==> src/perspective_inverse_map_top_assert.svh <==
// Assertion macros used by the perspective inverse map RTL.
// Depends on nothing; included by perspective_inverse_map_top to check its own logic.
`ifndef PERSPECTIVE_INVERSE_MAP_TOP_ASSERT_SVH
`define PERSPECTIVE_INVERSE_MAP_TOP_ASSERT_SVH

// Same-cycle implication, checked outside reset.
`define PIM_ASSERT_IMP(lbl, clk, rst, ante, cons) \
   lbl: assert property (@(posedge clk) disable iff (rst) (ante) |-> (cons)) \
      else $error("assertion failed");

// Next-cycle implication, checked at every edge.
`define PIM_ASSERT_NEXT(lbl, clk, ante, cons) \
   lbl: assert property (@(posedge clk) (ante) |=> (cons)) \
      else $error("assertion failed");

`endif

==> src/pim_pkg.sv <==
// Types and fixed constants of the perspective inverse map.
// Used by every module of the block; depends on nothing.
package pim_pkg;

   localparam int COEF_W   = 32;
   localparam int NUM_COEF = 8;
   localparam int FIELD_W  = 12;
   localparam int CRD_W    = 16;           // widest coordinate the datapath carries
   localparam int MUL_W    = COEF_W + CRD_W + 1;
   localparam int SUM_W    = 50;           // exact Q16.16 sums of three terms
   localparam int MAG_W    = SUM_W;
   localparam int REM_W    = 64;           // room for the divisor shifted by QBITS-1
   localparam int DVS_W    = MAG_W + 1;
   localparam int QBITS    = 14;           // 13 useful bits plus one overflow bit
   localparam int IDX_W    = 3;
   localparam logic signed [SUM_W-1:0] DEN_ONE = SUM_W'(65536);

   typedef logic [NUM_COEF-1:0][COEF_W-1:0] coef_array_type;

   localparam coef_array_type COEF_RESET = {
      32'sd0, 32'sd0, 32'sd0, 32'sd65536, 32'sd0, 32'sd0, 32'sd0, 32'sd65536};

   typedef struct packed {
      logic [FIELD_W-1:0] out_x;
      logic [FIELD_W-1:0] out_y;
   } req_type;

   typedef struct packed {
      logic [FIELD_W-1:0] src_x;
      logic [FIELD_W-1:0] src_y;
      logic               inside_res;
   } rsp_type;

   // Payload moving down the divider chain.
   typedef struct packed {
      logic [REM_W-1:0] rem_x;
      logic [REM_W-1:0] rem_y;
      logic [DVS_W-1:0] dvs;
      logic [QBITS-1:0] q_x;
      logic [QBITS-1:0] q_y;
      logic             neg_x;
      logic             neg_y;
      logic             den_zero;
   } div_type;

endpackage

==> src/pim_back.sv <==
// Output stage: sign and range checks on the quotients, result register.
// Depends on pim_pkg.
module pim_back
   import pim_pkg::*;
#(
   parameter int SRC_WIDTH  = 1920,
   parameter int SRC_HEIGHT = 1080
) (
   input  logic    clock,
   input  logic    reset,
   input  logic    in_valid,
   output logic    in_ready,
   input  div_type in_data,
   output logic    out_valid,
   input  logic    out_ready,
   output rsp_type out_data
);

   localparam logic [QBITS-1:0] LIM_X = QBITS'(SRC_WIDTH);
   localparam logic [QBITS-1:0] LIM_Y = QBITS'(SRC_HEIGHT);

   logic    v_ff;
   rsp_type r_ff, r_in;
   logic ok_x, ok_y, ok;

   assign in_ready = !v_ff || out_ready;

   // A negative quotient is only allowed when it rounded to zero.
   always_comb begin
      ok_x = !(in_data.neg_x && in_data.q_x != '0) && (in_data.q_x < LIM_X);
      ok_y = !(in_data.neg_y && in_data.q_y != '0) && (in_data.q_y < LIM_Y);
      ok   = !in_data.den_zero && ok_x && ok_y;
      r_in.inside_res = ok;
      r_in.src_x      = ok ? FIELD_W'(in_data.q_x) : '0;
      r_in.src_y      = ok ? FIELD_W'(in_data.q_y) : '0;
   end

   always_ff @(posedge clock) begin
      if (reset) begin
         v_ff <= 1'b0;
      end else if (in_ready) begin
         v_ff <= in_valid;
      end
   end

   always_ff @(posedge clock) begin
      if (in_ready) r_ff <= r_in;
   end

   assign out_valid = v_ff;
   assign out_data  = r_ff;

endmodule

==> config.mk <==
export PLATFORM = sky130hd
export DESIGN_NAME = pim_back
export DESIGN_NICKNAME = d
export VERILOG_FILES = /design/src/perspective_inverse_map_top_assert.svh /design/src/pim_pkg.sv /design/src/pim_back.sv
export SDC_FILE = /design/constraint.sdc
export NUM_CORES = 1
export LEC_CHECK = 0
export ABC_AREA = 1
export BUFFER_PORTS_ARGS = -buffer_cell sky130_fd_sc_hd__buf_2
export CAP_MARGIN = 40
export CORE_AREA = 5 5 91 93
export CTS_CLUSTER_DIAMETER = 30
export CTS_CLUSTER_SIZE = 16
export DETAILED_ROUTE_END_ITERATION = 16
export DIE_AREA = 0 0 96 98
export PLACE_DENSITY = 0.53
export SYNTH_ARGS = -nofsm -noshare
export SYNTH_HDL_FRONTEND = slang
export SYNTH_SLANG_ARGS = --single-unit
==> constraint.sdc <==
create_clock -name clock -period 1.5 [get_ports clock]
set_input_delay 0.075 -clock clock [delete_from_list [all_inputs] [get_ports clock]]
set_output_delay 0.075 -clock clock [all_outputs]
set_load 0.05 [all_outputs]
==> run summary <==
Status: finished clean
Number of H-tree levels: 1
Die W: 96 µm
Peak Freq: 741 MHz
Layout Nets: 396
Largest net degree at the start of global routing: 28
Worst min-delay path class: input port to register
Yosys Warn Count: 0
Hold path cells: 3
CORE AREA: 0.00745 mm²
Clock-pin slew on the worst setup and hold paths: 0.10 ns
Number of global-route vias before repair: 942
Diode count: 0
Hold_ws: 0.0194 ns
Routing usage on met2: 8.44%
Max Buffers Root-to-Sink: 2
Fin Setup TNS: 0 ns
Layout cells sized above 1: 48.6%
Max FO, Critical Path: 27
RSZ-0062 raised after global routing: false
Pleak: 0.867 nW
Floorplan die height: 98 µm
Cells after Synth: 114
Starting DRT DRC Count: 29
Mean Syn Cell Area: 10.4 µm²
Initial core utilization: 15.9%
Post-Layout Cell Count: 283
GRT met1 Usage: 8.38%
CP endpoint kind: output pin
Final min period: 1.35 ns
Row cnt: 32
CP max-delay cell: dfxtp_1
PwrDens: 922 mW/mm²
Area grow syn2layout: 42.4%
GRT Total Usage: 7.08%
Met3 Usage GRT: 6.16%
Skew final: 0.0100 ns
Period utilization: 89.9%
CTS tree: built
Leading area contributor after synthesis: edfxtp_1
Synth top area share: 63.5%
First-pass GRT wire length: 4860 µm
Final setup vio count: 0
CP Cell Sequence: nand2_4, buf_2
I/O pin total: 241
Setup crit start kind: register
GRT busiest layer: met2
Num CTS Buffers: 3
Die area: 0.00941 mm²
DP Cell Count: 278
Pins Over Slew Limit: 0
CTS root buf: clkbuf_8
Via density: 3.14
Clk_lat worst skew: 0.27 ns
Final GP Congestion: 0.661
Most frequent cells in the layout: 61 x buf_2, 27 x inv_1, 25 x edfxtp_1
Maximum VDD drop: 294 µV
Synth top area cells: edfxtp_1 63%, nor2_2 9.5%, inv_1 8.6%, nor2_1 6.7%, nand2_1 3.5%
Register area share after synthesis: 65.2%
#FFs+latches synth: 26
DRC violations left: 0
Most common cell after layout, fill and taps aside: buf_2
Tot Pwr: 0.00155 W
Post-DR wirelength/cell: 11.5 µm
CTS sink count: 26
DRT antenna net count: 0
WS Path Type: register to output pin
DRT Pass-1 Iters: 4
Max Cap Viol: 0
Slowest Stage Delay on Critical Path: 0.35 ns
Initial antenna violation count: 0
R2R cell count: 1
Dpl hpwl: 2690 µm
Grt total ovfl: 0
Post-Syn Area: 0.00118 mm²
Final Hold Vio Count: 0
Via count: 888
CP required: 1.42 ns
I/O Buffers: 61
Cell variety after synth: 13
Post-Route WL: 3260 µm
Crit path DAT: 1.27 ns
==> critical path, delay by kind of cell (launching register included) <==
family / cells / cell delay [ns]
buffers and inverters: 1 / 0.34
DFF: 1 / 0.35
and+or+nand+nor: 1 / 0.30
==> through the flow <==
stage / utilization [%] / setup WS [ns] / cell area (µm²)
floorplan: - / 0.145 / 1190
global placement: 21.7 / 0.259 / 1620
detailed placement: 21.7 / 0.217 / 1620
CTS: 22.6 / 0.110 / 1680
global route: 22.6 / 0.0728 / 1680
finish: 22.6 / 0.151 / 1680
==> power breakdown <==
| group | leakage, nW | internal, W | switching, W | total (W) |
|---|---|---|---|---|
| clock | 0.0288 | 0.000235 | 0.000223 | 0.000458 |
| combinational | 0.543 | 0.0000691 | 0.000195 | 0.000264 |
| sequential | 0.296 | 0.000822 | 0.00000879 | 0.000831 |
==> cell families (layout without fill, tap and decap cells) <==
logic type / count (synthesis) / count (layout) / synth area share (%)
simple gates: 56 / 56 / 23.2
flops: 26 / 26 / 65.2
buf+inv: 29 / 95 / 10.5
compound gates: 2 / 2 / 0.846
other cells: 1 / 2 / 0.317
==> layout make-up <==
class,instances,area (µm²)
clock buffer,4,55.1
tap,102,128
multi-input combinational,60,299
timing repair buffer,64,330
inverter,27,101
sequential,26,771
fill,840,5760
==> synthesized netlist by cell type (all sizes together) <==
cell type / n
nand2: 11
a21oi: 1
conb: 1
dfxtp: 1
inv: 27
nor2: 40
o21ai: 1
edfxtp: 25
nand3: 5
buf: 2
==> flip-flops by register name, summed over array words and instances (netlist names) <==
name,count
out_data,25
out_valid,1
==> final timing paths <==
path | end | start | slack [ns]
worst max-delay path | in_ready | out_valid | 0.15
worst min-delay path | out_valid | in_valid | 0.02
worst max register to register | out_data[4] | out_valid | 0.50
worst min register to register | out_valid | out_valid | 0.79
==> routing by layer <==
layer	part of all wire [%]	vias to the layer above
li1	-	475
met1	41	366
met2	36	45
met3	22	2
met4	1.7	0
met5	0	-
==> timing repair <==
item                      CTS  global route
hold buffers                1             0
resized for setup           0             0
hold endpoints to repair    1             0
buffers inserted            0             0
(Power assumes the default switching activity.)
