--- src/perspective_inverse_map_top_assert.svh ---
// Assertion macros used by the perspective inverse map RTL.
// Depends on nothing; included by perspective_inverse_map_top to check its own logic.
`ifndef PERSPECTIVE_INVERSE_MAP_TOP_ASSERT_SVH
`define PERSPECTIVE_INVERSE_MAP_TOP_ASSERT_SVH

// Same-cycle implication, checked outside reset.
`define PIM_ASSERT_IMP(lbl, clk, rst, ante, cons) \
   lbl: assert property (@(posedge clk) disable iff (rst) (ante) |-> (cons)) \
      else $error("assertion failed");

// Next-cycle implication, checked at every edge.
`define PIM_ASSERT_NEXT(lbl, clk, ante, cons) \
   lbl: assert property (@(posedge clk) (ante) |=> (cons)) \
      else $error("assertion failed");

`endif

--- src/pim_pkg.sv ---
// Types and fixed constants of the perspective inverse map.
// Used by every module of the block; depends on nothing.
package pim_pkg;

   localparam int COEF_W   = 32;
   localparam int NUM_COEF = 8;
   localparam int FIELD_W  = 12;
   localparam int CRD_W    = 16;           // widest coordinate the datapath carries
   localparam int MUL_W    = COEF_W + CRD_W + 1;
   localparam int SUM_W    = 50;           // exact Q16.16 sums of three terms
   localparam int MAG_W    = SUM_W;
   localparam int REM_W    = 64;           // room for the divisor shifted by QBITS-1
   localparam int DVS_W    = MAG_W + 1;
   localparam int QBITS    = 14;           // 13 useful bits plus one overflow bit
   localparam int IDX_W    = 3;
   localparam logic signed [SUM_W-1:0] DEN_ONE = SUM_W'(65536);

   typedef logic [NUM_COEF-1:0][COEF_W-1:0] coef_array_type;

   localparam coef_array_type COEF_RESET = {
      32'sd0, 32'sd0, 32'sd0, 32'sd65536, 32'sd0, 32'sd0, 32'sd0, 32'sd65536};

   typedef struct packed {
      logic [FIELD_W-1:0] out_x;
      logic [FIELD_W-1:0] out_y;
   } req_type;

   typedef struct packed {
      logic [FIELD_W-1:0] src_x;
      logic [FIELD_W-1:0] src_y;
      logic               inside_res;
   } rsp_type;

   // Payload moving down the divider chain.
   typedef struct packed {
      logic [REM_W-1:0] rem_x;
      logic [REM_W-1:0] rem_y;
      logic [DVS_W-1:0] dvs;
      logic [QBITS-1:0] q_x;
      logic [QBITS-1:0] q_y;
      logic             neg_x;
      logic             neg_y;
      logic             den_zero;
   } div_type;

endpackage

--- src/pim_div_cell.sv ---
// One restoring-division cell: decides quotient bit SHIFT for both axes.
// Depends on pim_pkg.
module pim_div_cell
   import pim_pkg::*;
#(
   parameter int SHIFT = 0
) (
   input  logic    clock,
   input  logic    reset,
   input  logic    in_valid,
   output logic    in_ready,
   input  div_type in_data,
   output logic    out_valid,
   input  logic    out_ready,
   output div_type out_data
);

   logic    v_ff;
   div_type d_ff, d_in;
   logic [REM_W-1:0] dsh;
   logic ge_x, ge_y;

   assign in_ready = !v_ff || out_ready;

   // Compare against the shifted divisor and subtract where it fits.
   always_comb begin
      dsh  = REM_W'(in_data.dvs) << SHIFT;
      ge_x = in_data.rem_x >= dsh;
      ge_y = in_data.rem_y >= dsh;
      d_in = in_data;
      if (ge_x) d_in.rem_x = in_data.rem_x - dsh;
      if (ge_y) d_in.rem_y = in_data.rem_y - dsh;
      d_in.q_x[SHIFT] = ge_x;
      d_in.q_y[SHIFT] = ge_y;
   end

   always_ff @(posedge clock) begin
      if (reset) begin
         v_ff <= 1'b0;
      end else if (in_ready) begin
         v_ff <= in_valid;
      end
   end

   always_ff @(posedge clock) begin
      if (in_ready) d_ff <= d_in;
   end

   assign out_valid = v_ff;
   assign out_data  = d_ff;

endmodule

--- config.mk ---
export PLATFORM = sky130hd
export DESIGN_NAME = pim_div_cell
export DESIGN_NICKNAME = d
export VERILOG_FILES = /design/src/perspective_inverse_map_top_assert.svh /design/src/pim_pkg.sv /design/src/pim_div_cell.sv
export SDC_FILE = /design/constraint.sdc
export NUM_CORES = 1
export LEC_CHECK = 0
export CORE_AREA = 2 2 163 165
export CTS_CLUSTER_DIAMETER = 200
export DETAILED_ROUTE_END_ITERATION = 12
export DIE_AREA = 0 0 165 167
export DONT_BUFFER_PORTS = 1
export PLACE_DENSITY_LB_ADDON = 0.25
export SLEW_MARGIN = 20
export SYNTH_ARGS = -nofsm -noshare
export SYNTH_HDL_FRONTEND = slang
export SYNTH_SLANG_ARGS = --single-unit
export TNS_END_PERCENT = 100
--- constraint.sdc ---
create_clock -name clock -period 7.3 [get_ports clock]
set_clock_uncertainty 0.2 [all_clocks]
set_input_delay 0.365 -clock clock [delete_from_list [all_inputs] [get_ports clock]]
set_output_delay 0.365 -clock clock [all_outputs]
set_load 0.01 [all_outputs]
==> impl_metrics.env <==
export IMPL_fin_util_pct=69.0
export IMPL_path_class="input pin to register"
export IMPL_design_area_um2=17800
export IMPL_gp_congestion=0.953
export IMPL_cts_root_buffer="clkbuf_16"
export IMPL_insertion_delay_ns=0.50
export IMPL_cts_sinks=211
export IMPL_fin_cells=2084
export IMPL_synth_area_um2=14800
export IMPL_synth_seq_cells=211
export IMPL_gr_total_overflow=0
export IMPL_worst_setup_path_start_kind="input pin"
export IMPL_diodes=0
export IMPL_synth_avg_cell_area_um2=9.45
export IMPL_grt_use_met3_pct=7.65
export IMPL_clkTransAtPathRegs_ns=0.07
export IMPL_dr_pass1_iters=6
export IMPL_slew_violations=0
export IMPL_arrival_ns=4.84
export IMPL_synth_cell_types=81
export IMPL_synth_ff_type="edfxtp_1"
export IMPL_vias_per_cell=6.51
export IMPL_slew_headroom_pct=31.9
export IMPL_grt_pass1_wl_um=74800
export IMPL_die_height_um=167
export IMPL_max_cap_violations=0
export IMPL_postSynth_asyncResetShare_pct=0
export IMPL_fmax_mhz=209
export IMPL_period_needed_ns=4.78
export IMPL_ff2ff_path_depth=2
export IMPL_holdPathStages=3
export IMPL_gr_max_usage_layer="met2"
export IMPL_grtUsageTotal_pct=35.3
export IMPL_ant_nets=0
export IMPL_gr_usage_met1_pct=46.3
export IMPL_cts_resized=0
export IMPL_synth_nets=1879
export IMPL_mostFrequentLayoutCells="215 x dlygate4sd3_1, 214 x a21oi_1, 210 x edfxtp_1"
export IMPL_tns_ns=0
export IMPL_hold_slack_ns=0.0154
export IMPL_grt_max_degree=143
export IMPL_critPathRequiredTime_ns=7.36
export IMPL_antenna_found_initial=0
export IMPL_htree_num_levels=1
export IMPL_synth_warnings=0
export IMPL_setup_slack_ns=2.52
export IMPL_total_leakage_power_nw=6.90
export IMPL_setup_viol=0
export IMPL_detailed_place_area_um2=14900
export IMPL_final_common_cell="dlygate4sd3_1"
export IMPL_final_hold_violation_count=0
export IMPL_syn_inst=1561
export IMPL_p_per_area_nw_per_um2=215
export IMPL_die_w_um=165
export IMPL_drive_above_1_share_pct=4.75
export IMPL_vias=13564
export IMPL_hp_class="input pin to register"
export IMPL_status="finished, final reports clean"
export IMPL_ir_worst_vdd_mv=0.202
export IMPL_use_met2_pct=57.4
export IMPL_core_um2=25800
export IMPL_place_ws_ns=2.92
export IMPL_drt_iter0_markers=1662
export IMPL_max_slew_worst_pin_slew_ns=1.02
export IMPL_dieArea_um2=27600
export IMPL_cts_tree="built"
export IMPL_synth_edff_count=210
export IMPL_p_total_mw=3.82
export IMPL_cts_buffers_inserted=22
export IMPL_dp_hpwl_um=36400
export IMPL_end_kind="register"
export IMPL_row_count=59
export IMPL_fin_crit_sh_pct=65.5
export IMPL_rsz0062_at_grt="no"
export IMPL_wl_per_cell_um=24.3
export IMPL_final_nets=2053
export IMPL_cts_hold_buf=215
export IMPL_grt_pass1_vias=12985
export IMPL_drc=0
export IMPL_io_pins=426
export IMPL_placed_cells=1831
export IMPL_final_fill_count=1915
export IMPL_worstPathMaxFanout=47
export IMPL_postCtsSetupRepairBufs=0
export IMPL_yosysSeqAreaShare_pct=42.9
export IMPL_io_buffers=0
export IMPL_area_delta_synth_final_pct=20.6
export IMPL_routed_wirelength_um=50600
export IMPL_ctsLongestPathBuffers=3
export IMPL_initial_core_util_pct=57.3
==> path summary, 6_finish.rpt <==
check | startpoint | end | slack [ns]
worst max-delay path | in_data[31] | out_data[209] | 2.52
worst min-delay path | in_data[203] | out_data[203] | 0.02
worst max register to register | out_valid | out_data[116] | 4.88
worst min register to register | out_valid | out_data[46] | 1.13
==> registers in the layout, summed over array words and instances (netlist names) <==
name       count
out_valid      1
out_data     210
==> power by group <==
group	internal (mW)	total [mW]	switching, mW
sequential	1.56	1.74	0.184
combinational	0.376	0.886	0.510
clock	0.712	1.19	0.475
total	2.65	3.82	1.17
==> synth_stat cells, types with 3 or more instances <==
| master | count | area, µm² |
|---|---|---|
| o21ai_0 | 79 | 395 |
| a31o_2 | 3 | 26.3 |
| or4_1 | 9 | 67.6 |
| o22ai_1 | 4 | 25.0 |
| buf_6 | 5 | 56.3 |
| a211o_1 | 5 | 43.8 |
| nor2_1 | 183 | 687 |
| o211ai_1 | 16 | 120 |
| or2_2 | 5 | 31.3 |
| ha_1 | 102 | 1280 |
| nor4_1 | 15 | 93.8 |
| nand4_1 | 39 | 244 |
| a21boi_0 | 5 | 37.5 |
| nand3_1 | 25 | 125 |
| edfxtp_1 | 210 | 6310 |
| o21a_1 | 19 | 143 |
| buf_2 | 26 | 130 |
| inv_1 | 82 | 308 |
| nor3b_1 | 5 | 37.5 |
| clkbuf_1 | 34 | 128 |
| a21oi_1 | 214 | 1070 |
| o2111ai_1 | 6 | 52.6 |
| xnor2_1 | 61 | 534 |
| and2_1 | 10 | 62.6 |
| nor3_1 | 30 | 150 |
| or3_1 | 6 | 37.5 |
| xor2_1 | 51 | 447 |
| a2111oi_0 | 3 | 26.3 |
| and3_1 | 8 | 50.1 |
| nand2_1 | 115 | 432 |
| a21o_1 | 30 | 225 |
| o31a_1 | 5 | 43.8 |
| nor2b_1 | 8 | 50.1 |
| a31oi_1 | 7 | 43.8 |
| o21bai_1 | 21 | 158 |
| clkbuf_2 | 4 | 20.0 |
| o31ai_1 | 11 | 82.6 |
| a2111o_1 | 4 | 45.0 |
| nor4b_1 | 3 | 26.3 |
| mux2_2 | 14 | 158 |
| nand2b_1 | 10 | 62.6 |
| a211oi_1 | 15 | 113 |
| nand4b_1 | 6 | 52.6 |
==> metal layers <==
metal  share of wire (%)  wire length, µm
met3                 9.8             4970
met4                 4.1             2090
met1                  40            20400
met2                  46            23200
met5                   0                0
==> area by class of cell <==
class	instances	area (µm²)	area share, %
Clock inverter	13	165	0.928
Clock buffer	25	583	3.28
Inverter	83	312	1.75
Sequential cell	211	6330	35.6
Multi-Input combinational cell	1198	7790	43.8
Timing Repair Buffer	219	2190	12.3
Tap cell	335	419	2.36
==> cells by family after synthesis <==
family                     Yosys count  synth area share [%]
AOI/OAI and AO/OA                  479                  20.3
buffers and inverters              152                  4.38
and+or+nand+nor                    488                  15.8
adders and majority gates          104                  8.92
DFF                                211                  42.9
xor gates and xnor gates           112                  6.65
muxes                               15                  1.14
==> critical path, stage by stage <==
cell and delay (ns):
dlygate4sd3_1 0.58, ha_1 0.24, fa_1 0.42, nor2b_1 0.18, o31a_1 0.28, o2111ai_1 0.20, a21oi_1 0.30, nor2_1 0.11
o21a_4 0.26, inv_2 0.58, nand2_1 0.25, nor4b_1 0.37, xor2_1 0.11, dlygate4sd3_1 0.58
(Power assumes the default switching activity.)
